File: src/rtl/mrbe_pkg.sv
package mrbe_pkg;

    // Field and register widths
    localparam int ROW_W      = 9;
    localparam int COL_W      = 6;
    localparam int BYTE_W     = 8;
    localparam int PIX_W      = 16;
    localparam int PIX_PER_B  = 8;
    localparam int BAND_ROW_W = 10;
    localparam int CFG_DATA_W = 52;
    localparam int CFG_IDX_W  = 3;
    localparam int CNT_W      = 3;
    localparam int DEFCOL_W   = 32;

    // Parameter defaults
    localparam int PANEL_ROWS_DEF = 320;
    localparam int ROW_BYTES_DEF  = 40;
    localparam int MAX_BANDS_DEF  = 6;

    // Register map
    localparam logic [CFG_IDX_W-1:0] REG_DEFAULT_COLORS = 3'd0;
    localparam logic [CFG_IDX_W-1:0] REG_BAND_COUNT     = 3'd1;
    localparam int                   REG_BAND_BASE      = 2;

    // Foreground / background pair
    typedef struct packed {
        logic [PIX_W-1:0] fg;
        logic [PIX_W-1:0] bg;
    } color_pair_t;

    // One row band, packed as in its register
    typedef struct packed {
        logic [BAND_ROW_W-1:0] start_row;
        logic [BAND_ROW_W-1:0] end_row;
        color_pair_t           colors;
    } band_t;

    // Swap to panel big-endian byte order
    function automatic logic [PIX_W-1:0] swap_bytes(input logic [PIX_W-1:0] c);
        return {c[7:0], c[15:8]};
    endfunction

endpackage

File: src/rtl/mrbe_pixel_expand.sv
module mrbe_pixel_expand #(
    parameter int MAX_BANDS = mrbe_pkg::MAX_BANDS_DEF
) (
    input  logic [mrbe_pkg::ROW_W-1:0]                      row,
    input  logic [mrbe_pkg::BYTE_W-1:0]                     mono_byte,
    input  mrbe_pkg::color_pair_t                           default_colors,
    input  logic [mrbe_pkg::CNT_W-1:0]                      band_count,
    input  mrbe_pkg::band_t                                 bands [MAX_BANDS],
    output logic [mrbe_pkg::PIX_PER_B-1:0][mrbe_pkg::PIX_W-1:0] pixels
);

    mrbe_pkg::color_pair_t pair;
    logic [mrbe_pkg::BAND_ROW_W-1:0] row_ext;
    logic [mrbe_pkg::PIX_W-1:0] fg_sw;
    logic [mrbe_pkg::PIX_W-1:0] bg_sw;

    assign row_ext = {1'b0, row};

    // Band select: walk from the top so the lowest matching index wins
    always_comb
    begin
        pair = default_colors;
        for (int i = MAX_BANDS - 1; i >= 0; i--)
        begin
            if ((mrbe_pkg::CNT_W'(i) < band_count) &&
                (row_ext >= bands[i].start_row) &&
                (row_ext < bands[i].end_row))
            begin
                pair = bands[i].colors;
            end
        end
    end

    assign fg_sw = mrbe_pkg::swap_bytes(pair.fg);
    assign bg_sw = mrbe_pkg::swap_bytes(pair.bg);

    // Bit k drives pixel k, LSB leftmost
    always_comb
    begin
        for (int k = 0; k < mrbe_pkg::PIX_PER_B; k++)
        begin
            pixels[k] = mono_byte[k] ? fg_sw : bg_sw;
        end
    end

endmodule

File: src/rtl/mono_to_rgb565_band_expander_core.sv
// Monochrome bitmap byte to RGB565 pixel expander.
// Input channel (in_valid / in_stall): one bitmap byte with its row and byte
// column per request. Output channel (out_valid / out_stall): eight byte-swapped
// RGB565 pixels, the echoed row and a last-byte-of-row flag per request.
// Colors come from the first enabled row band covering the row, else from the
// default pair. Rows at or beyond PANEL_ROWS and columns at or beyond ROW_BYTES
// are consumed and produce no output request.
// Requests pass the input register, then the result register. Throughput: one
// request per cycle while out_stall is low, set by the combinational band
// compare and pixel select between them. Stall: the result register holds
// while valid and out_stall is high; the input register still takes a request
// if it is empty or its contents can move on, so in_stall rises only when both
// stages are full and the output is stalled. Reset: all configuration registers
// clear to zero and both stages empty. Configuration (cfg_write / cfg_index /
// cfg_data) must be written only while idle; the block does not enforce it.
module mono_to_rgb565_band_expander_core #(
    parameter int PANEL_ROWS = mrbe_pkg::PANEL_ROWS_DEF,
    parameter int ROW_BYTES  = mrbe_pkg::ROW_BYTES_DEF,
    parameter int MAX_BANDS  = mrbe_pkg::MAX_BANDS_DEF
) (
    input  logic                                clk,
    input  logic                                rst_n,
    // configuration
    input  logic                                cfg_write,
    input  logic [mrbe_pkg::CFG_IDX_W-1:0]      cfg_index,
    input  logic [mrbe_pkg::CFG_DATA_W-1:0]     cfg_data,
    // input channel
    input  logic                                in_valid,
    output logic                                in_stall,
    input  logic [mrbe_pkg::ROW_W-1:0]          row,
    input  logic [mrbe_pkg::COL_W-1:0]          byte_column,
    input  logic [mrbe_pkg::BYTE_W-1:0]         mono_byte,
    // output channel
    output logic                                out_valid,
    input  logic                                out_stall,
    output logic [mrbe_pkg::PIX_W-1:0]          pixel_0,
    output logic [mrbe_pkg::PIX_W-1:0]          pixel_1,
    output logic [mrbe_pkg::PIX_W-1:0]          pixel_2,
    output logic [mrbe_pkg::PIX_W-1:0]          pixel_3,
    output logic [mrbe_pkg::PIX_W-1:0]          pixel_4,
    output logic [mrbe_pkg::PIX_W-1:0]          pixel_5,
    output logic [mrbe_pkg::PIX_W-1:0]          pixel_6,
    output logic [mrbe_pkg::PIX_W-1:0]          pixel_7,
    output logic [mrbe_pkg::ROW_W-1:0]          out_row,
    output logic                                row_end
);

    // Configuration registers
    mrbe_pkg::color_pair_t              default_colors_reg;
    logic [mrbe_pkg::CNT_W-1:0]         band_count_reg;
    mrbe_pkg::band_t                    band_reg [MAX_BANDS];

    // Input stage
    logic                               s1_valid_reg;
    logic [mrbe_pkg::ROW_W-1:0]         s1_row_reg;
    logic [mrbe_pkg::COL_W-1:0]         s1_col_reg;
    logic [mrbe_pkg::BYTE_W-1:0]        s1_byte_reg;

    // Result stage
    logic                               out_valid_reg;
    logic [mrbe_pkg::PIX_PER_B-1:0][mrbe_pkg::PIX_W-1:0] pixel_reg;
    logic [mrbe_pkg::PIX_PER_B-1:0][mrbe_pkg::PIX_W-1:0] pixel_next;
    logic [mrbe_pkg::ROW_W-1:0]         out_row_reg;
    logic                               row_end_reg;
    logic                               row_end_next;

    logic                               out_ready;
    logic                               s1_ready;
    logic                               s1_in_range;

    // Register writes
    always_ff @(posedge clk or negedge rst_n)
    begin
        if (!rst_n)
        begin
            default_colors_reg <= '0;
            band_count_reg     <= '0;
            for (int i = 0; i < MAX_BANDS; i++)
            begin
                band_reg[i] <= '0;
            end
        end
        else if (cfg_write)
        begin
            if (cfg_index == mrbe_pkg::REG_DEFAULT_COLORS)
            begin
                default_colors_reg <= cfg_data[mrbe_pkg::DEFCOL_W-1:0];
            end
            if (cfg_index == mrbe_pkg::REG_BAND_COUNT)
            begin
                band_count_reg <= cfg_data[mrbe_pkg::CNT_W-1:0];
            end
            for (int i = 0; i < MAX_BANDS; i++)
            begin
                if (cfg_index == mrbe_pkg::CFG_IDX_W'(mrbe_pkg::REG_BAND_BASE + i))
                begin
                    band_reg[i] <= cfg_data;
                end
            end
        end
    end

    // Handshake
    assign out_ready = !out_valid_reg || !out_stall;
    assign s1_ready  = !s1_valid_reg || out_ready;
    assign in_stall  = !s1_ready;

    // Input stage
    always_ff @(posedge clk or negedge rst_n)
    begin
        if (!rst_n)
        begin
            s1_valid_reg <= 1'b0;
        end
        else if (s1_ready)
        begin
            s1_valid_reg <= in_valid;
        end
    end

    always_ff @(posedge clk)
    begin
        if (in_valid && s1_ready)
        begin
            s1_row_reg  <= row;
            s1_col_reg  <= byte_column;
            s1_byte_reg <= mono_byte;
        end
    end

    // Drop rows past the panel and columns past the row
    assign s1_in_range = ({1'b0, s1_row_reg} < (mrbe_pkg::ROW_W + 1)'(PANEL_ROWS)) &&
                         ({1'b0, s1_col_reg} < (mrbe_pkg::COL_W + 1)'(ROW_BYTES));
    assign row_end_next = (s1_col_reg == mrbe_pkg::COL_W'(ROW_BYTES - 1));

    mrbe_pixel_expand #(
        .MAX_BANDS(MAX_BANDS)
    ) u_expand (
        .row            (s1_row_reg),
        .mono_byte      (s1_byte_reg),
        .default_colors (default_colors_reg),
        .band_count     (band_count_reg),
        .bands          (band_reg),
        .pixels         (pixel_next)
    );

    // Result stage
    always_ff @(posedge clk or negedge rst_n)
    begin
        if (!rst_n)
        begin
            out_valid_reg <= 1'b0;
        end
        else if (out_ready)
        begin
            out_valid_reg <= s1_valid_reg && s1_in_range;
        end
    end

    always_ff @(posedge clk)
    begin
        if (out_ready && s1_valid_reg)
        begin
            pixel_reg   <= pixel_next;
            out_row_reg <= s1_row_reg;
            row_end_reg <= row_end_next;
        end
    end

    assign out_valid = out_valid_reg;
    assign pixel_0   = pixel_reg[0];
    assign pixel_1   = pixel_reg[1];
    assign pixel_2   = pixel_reg[2];
    assign pixel_3   = pixel_reg[3];
    assign pixel_4   = pixel_reg[4];
    assign pixel_5   = pixel_reg[5];
    assign pixel_6   = pixel_reg[6];
    assign pixel_7   = pixel_reg[7];
    assign out_row   = out_row_reg;
    assign row_end   = row_end_reg;

    // Assertions
    a_out_row_in_panel: assert property (@(posedge clk) disable iff (!rst_n)
        out_valid |-> ({1'b0, out_row} < (mrbe_pkg::ROW_W + 1)'(PANEL_ROWS)))
        else $error("output row beyond panel");

    a_stall_only_full: assert property (@(posedge clk) disable iff (!rst_n)
        in_stall |-> (s1_valid_reg && out_valid_reg && out_stall))
        else $error("input stalled with room in the pipeline");

    a_in_range_reaches_out: assert property (@(posedge clk) disable iff (!rst_n)
        (s1_valid_reg && s1_in_range && out_ready) |=> out_valid)
        else $error("in-range request lost between stages");

endmodule

File: config.mk
export PLATFORM = sky130hd
export DESIGN_NAME = mono_to_rgb565_band_expander_core
export DESIGN_NICKNAME = d
export VERILOG_FILES = /design/src/rtl/mrbe_pkg.sv /design/src/rtl/mrbe_pixel_expand.sv /design/src/rtl/mono_to_rgb565_band_expander_core.sv
export SDC_FILE = /design/constraint.sdc
export NUM_CORES = 1
export LEC_CHECK = 0
export ABC_AREA = 1
export BUFFER_PORTS_ARGS = -buffer_cell sky130_fd_sc_hd__buf_2
export CORE_ASPECT_RATIO = 1.25
export CORE_UTILIZATION = 45
export DETAILED_ROUTE_END_ITERATION = 8
export PLACE_DENSITY = 0.66
export SYNTH_ARGS = -nofsm -noshare
export SYNTH_HDL_FRONTEND = slang
export SYNTH_SLANG_ARGS = --single-unit
export TNS_END_PERCENT = 5
File: constraint.sdc
create_clock -name clk -period 7.4 [get_ports clk]
set_clock_uncertainty 0.1 [all_clocks]
set_input_delay 1.48 -clock clk [delete_from_list [all_inputs] [get_ports clk]]
set_output_delay 1.48 -clock clk [all_outputs]
set_load 0.02 [all_outputs]
# ---- After elaboration in Yosys (flattened, before gate mapping)
# Index checks and enable logic that the tools add are counted.
dict set report word_totals {
  regBits 510
}
dict set report classes {
  n_lt_le_gt_ge 20
  n_eq_ne 8
  mux 14
  reduce_logical 31
}
# op count
set ops {}
lappend ops {{$mux W32} 6}
lappend ops {{$mux W16} 8}
lappend ops {{$ge A9 B10 Y1} 6}
lappend ops {{$lt A9 B10 Y1} 6}
lappend ops {{$logic_and A1 B1 Y1} 16}
lappend ops {{$reduce_and A2 Y1} 8}
lappend ops {{$eq A3 B3 Y1 const B} 4}
lappend ops {{$lt A9 B9 Y1 const B} 1}
lappend ops {{$eq A3 B2 Y1 const B} 2}
lappend ops {{$eq A6 B6 Y1 const B} 1}
lappend ops {{$lt A1 B3 Y1 const A} 2}
lappend ops {{$lt A2 B3 Y1 const A} 2}
lappend ops {{$lt A3 B3 Y1 const A} 2}
lappend ops {{$lt A6 B6 Y1 const B} 1}
lappend ops {{$logic_not A1 Y1} 4}
lappend ops {{$eq A3 B1 Y1 const B} 1}
lappend ops {{$logic_not A3 Y1} 1}
lappend ops {{$logic_or A1 B1 Y1} 2}

# ---- Depth between registers and ports, before layout
dict set report depth {
  ltp_word 10
  mapped_depth 22
  ltp_nobuf 21
}

# ---- Cells and area by module
# A second synthesis with hierarchy kept.
dict set report hier_totals {
  cells_unflattened 2813
  hier_area_um2 24553.5
}
# module n_inst cells_each area_each_um2
set modules_own_cells {}
lappend modules_own_cells {mono_to_rgb565_band_expander_core 1 1418 17661.9}
lappend modules_own_cells {mrbe_pixel_expand 1 1395 6891.6}

# ---- Worst setup path before layout
# No wires, ideal clock.
dict set report synth_path {
  path_kind {input-to-reg}
  start {input port out_stall}
  end {register out_row_reg, in the netlist out_row[0], enable pin}
  arrival_ps 7972
  required_time_ps 6619
  slack_ps -1353
  stages 1
  path_cell_list {a21oi_1}
}
dict set report synth_via {
  elab_chain_len 3
}
# element line
set synth_rtl {}
lappend synth_rtl {{start, declared} mono_to_rgb565_band_expander_core.sv:35} ;# input logic out_stall,
lappend synth_rtl {{$logic_not A1 Y1} mono_to_rgb565_band_expander_core.sv:104} ;# assign out_ready = !out_valid_reg || !out_stall;
lappend synth_rtl {{$logic_or A1 B1 Y1} mono_to_rgb565_band_expander_core.sv:104}
lappend synth_rtl {{$logic_and A1 B1 Y1} mono_to_rgb565_band_expander_core.sv:162} ;# if (out_ready && s1_valid_reg)
lappend synth_rtl {{end signal, assigned} mono_to_rgb565_band_expander_core.sv:165} ;# out_row_reg <= s1_row_reg;
lappend synth_rtl {{end, declared} mono_to_rgb565_band_expander_core.sv:63} ;# logic [mrbe_pkg::ROW_W-1:0] out_row_reg;
# No other way between the ends.
# A chain may end at the register's enable or synchronous reset.

==> summary.md <==
| Metric | Value |
|---|---|
| Tmin final | `4.65 ns` |
| Mapped Area | `24300 sq um` |
| CTS Root Cell | `clkbuf_16` |
| WP data required | `7.66 ns` |
| Final Hold Violating Endpoints | `0` |
| Initial antenna violation count | `5` |
| Startpoint types | `register` |
| FMAX | `215 MHz` |
| Share of cells above drive strength 1 | `12.7%` |
| Worst skew pair latency | `0.61 ns` |
| # H-tree levels | `2` |
| Worst setup margin | `2.75 ns` |
| Drt wl/cell | `19.1 um` |
| FF-to-FF setup slack | `2.75 ns` |
| Post-route ant nets | `0` |
| Ports | `223` |
| Syn_area_per_cell | `8.66 sq um` |
| Final Slew Violations | `0` |
| Vias | `19.5k` |
| Initial core utilization | `45.8%` |
| Setup CP Type | `register to register` |
| Max reg flops | `312` |
| Slew Limit Headroom | `26.3%` |
| CP Capture Point | `pixel_1[2]` |
| GRT Residual Overflow | `0` |
| Die Ht | `262 um` |
| Pwr Density | `339 nW/um^2` |
| Crit Reg-Reg Startpoint | `s1_row_reg[7]` |
| Die span in x | `210 um` |
| Flops & latches, synth | `510` |
| Critical path endpoint category | `register` |
| LEAKAGE | `13.7 nW` |
| IO buf count | `222` |
| GPL Wtd Cong | `0.853` |
| Remaining DRCs | `0` |
| Clk slew on worst S/H paths | `0.06 ns` |
| Syn. warnings | `0` |
| Internal power | `6.08 mW` |
| Cts hold-fix bufs | `0` |
| DRT iter0 DRCs | `1678` |
| Vias in the first global route | `19.2k` |
| Final #Nets | `3146` |
| Worst R2R Path Depth | `14` |
| Avg Vias per Cell | `5.29` |
| Crit-path max FO | `28` |
| Largest net degree at the start of global routing | `169` |
| CTS resizes | `0` |
| Clk sinks | `510` |
| Clock Tree Buf Depth | `3` |
| Arrival time worst endpoint | `4.91 ns` |
| Post-Synthesis Cells | `2802` |
| Worst setup path startpoint | `s1_row_reg[7]` |
| Status | `complete, no violations` |
| Register area share after synthesis | `55.9%` |
| # rows | `94` |
| Post-DP HPWL | `44700 um` |
| Final setup viols | `0` |
| Actual slew at the worst max-slew pin | `1.11 ns` |
| Hold Crit Class | `register to register` |
| Final worst-path cycle share | `62.9%` |
| Die area | `54900 sq um` |
| Max-capacitance violation count | `0` |
| Drt total wl | `70300 um` |
| CTS buffer count | `53` |
| RSZ-0062 raised after global routing | `false` |
| Area grow syn2layout | `14.0%` |
| Sw Pwr | `3.31 mW` |
| CTS tree | `done` |
| Sw Share | `35.2%` |
| Peak VDD IR | `0.000177 V` |
| Combinational power share | `28.6%` |
| Worst slack, placed | `2.80 ns` |
| Drt pass-1 iters | `6` |
| Setup_tns | `0 ns` |
| Global-route wire length before repair | `110000 um` |
| Worst R2R End | `pixel_1[2]` |
| Core area | `52900 sq um` |
| Clk pwr share | `29.5%` |
| Postcts setup bufs | `0` |
| Total global routing track utilization | `26.0%` |
| Mapped Nets | `2987` |
| Yosys cell types | `36` |
| Sequential Power Share | `41.9%` |
worst min-delay path by stage:
stage	startpoint	to	slack (ns)	cells past startpoint
6_report	band_reg[109]	band_reg[109]	0.38	2
5_1_grt	band_reg[252]	band_reg[252]	0.40	2
4_1_cts	band_reg[109]	band_reg[109]	0.38	2
3_5_place_dp	band_reg[109]	band_reg[109]	0.37	2
3_3_place_gp	band_reg[105]	band_reg[105]	0.36	2
2_1_floorplan	band_reg[111]	band_reg[111]	0.35	2
layer usage:
layer | part of all wire (%) | track usage [%] | up-vias
met5 | 0.019 | 0 | -
met4 | 4.1 | 12.2 | 2
li1 | - | - | 9389
met1 | 38 | 30.7 | 9263
met2 | 52 | 46.8 | 650
met3 | 5.6 | 3.61 | 149
cell usage in the layout, fill, tap and decap left out, types with 4 or more instances in the layout:
master,netlist,final
inv_2,4,4
nand2_2,30,35
o211ai_1,6,6
dfrtp_1,349,349
inv_1,287,287
nor4_1,6,6
nor2_1,55,55
nand3_1,157,155
or2_2,4,4
o21ai_0,377,377
a21oi_1,50,49
clkinv_2,0,10
nand4_1,52,52
nand2_1,977,972
buf_4,4,24
bufinv_16,0,7
clkbuf_16,0,56
or2_0,18,18
diode_2,0,4
clkbuf_1,107,17
buf_2,29,221
ha_1,102,102
edfxtp_1,161,161
power by group through the flow:
stage,sequential [mW],clock (mW),combinational [mW]
2_1_floorplan,4.19,0,1.53
3_3_place_gp,3.97,0,2.60
3_5_place_dp,3.98,0,2.68
4_1_cts,3.94,2.81,2.69
5_1_grt,4.00,2.92,3.02
6_report,3.94,2.77,2.68
critical path, stage by stage (launching register included):
cell and delay (ns):
edfxtp_1 0.76, ha_1 0.37, a21oi_1 0.14, nand3b_1 0.14, nand3_1 0.08, nor2_1 0.69
nand3_2 0.72, buf_4 0.48, or2_2 0.31, nand3_1 0.08, nand3_1 0.08, nand2_1 0.12
nand2_2 0.11, nand2_1 0.10, nand2_1 0.10
cells in the mapped netlist:
cell       count  share of area [%]
a22oi_1        2              0.062
nand3_1      157                3.2
dfrtp_1      349                 36
a21o_1         3              0.093
inv_2          4              0.062
nand3_2        2              0.083
o21ai_0      377                7.8
inv_1        287                4.4
ha_1         102                5.3
buf_6          3               0.14
a21boi_1       1              0.031
o21a_1         1              0.031
buf_1          1              0.015
o221ai_1       1              0.036
nor4_1         6               0.15
nand2_2       30               0.77
o211ai_1       6               0.19
nand4_1       52                1.3
or2_0         18               0.46
a21oi_4        1              0.067
buf_4          4               0.12
nand2_1      977                 15
clkbuf_1     107                1.7
o21ai_1        1              0.021
o2111ai_1      1              0.036
nand3b_1       1              0.031
nor3_1         4              0.083
edfxtp_1     161                 20
nand2_4        1              0.046
a21oi_1       50                1.0
nor2_4         1              0.046
nor2_1        55               0.85
buf_2         29               0.60
or2_2          4               0.10
and3_1         1              0.026
a21oi_2        2              0.072
kinds of logic (layout without fill, tap and decap cells):
| group | after synthesis | after routing | synth area share, % |
|---|---|---|---|
| flip-flops | 510 | 510 | 55.9 |
| buffers and inverters | 435 | 636 | 7.03 |
| other | 0 | 4 | 0 |
| AND/OR/NAND/NOR | 1309 | 1309 | 22.4 |
| adder cells (fa/ha/maj) | 102 | 102 | 5.26 |
| AO/OA/AOI/OAI | 446 | 446 | 9.44 |
cell type report:
class | instances | area (sq um)
sequential | 510 | 13600
timing repair buffer | 248 | 1340
antenna | 4 | 10.0
multi-input combinational | 1857 | 9040
clock buffer | 75 | 1490
tap | 672 | 841
inverter | 291 | 1090
fill | 4882 | 25300
clock inverter | 22 | 289
metrics by stage:
step                      total power [mW]  hold WS [ns]  instances  util, %  area [sq um]
after floorplan                       5.72         0.346       2802        -         24300
after global placement                6.57         0.359       3578     48.9         25900
after detailed placement              6.66         0.366       3578     48.9         25900
after CTS                             9.43         0.381       3675     52.3         27700
after global routing                  9.94         0.397       3679     52.3         27700
final                                 9.39         0.377       3679     52.3         27700
Power figures use the tool's default switching activity.
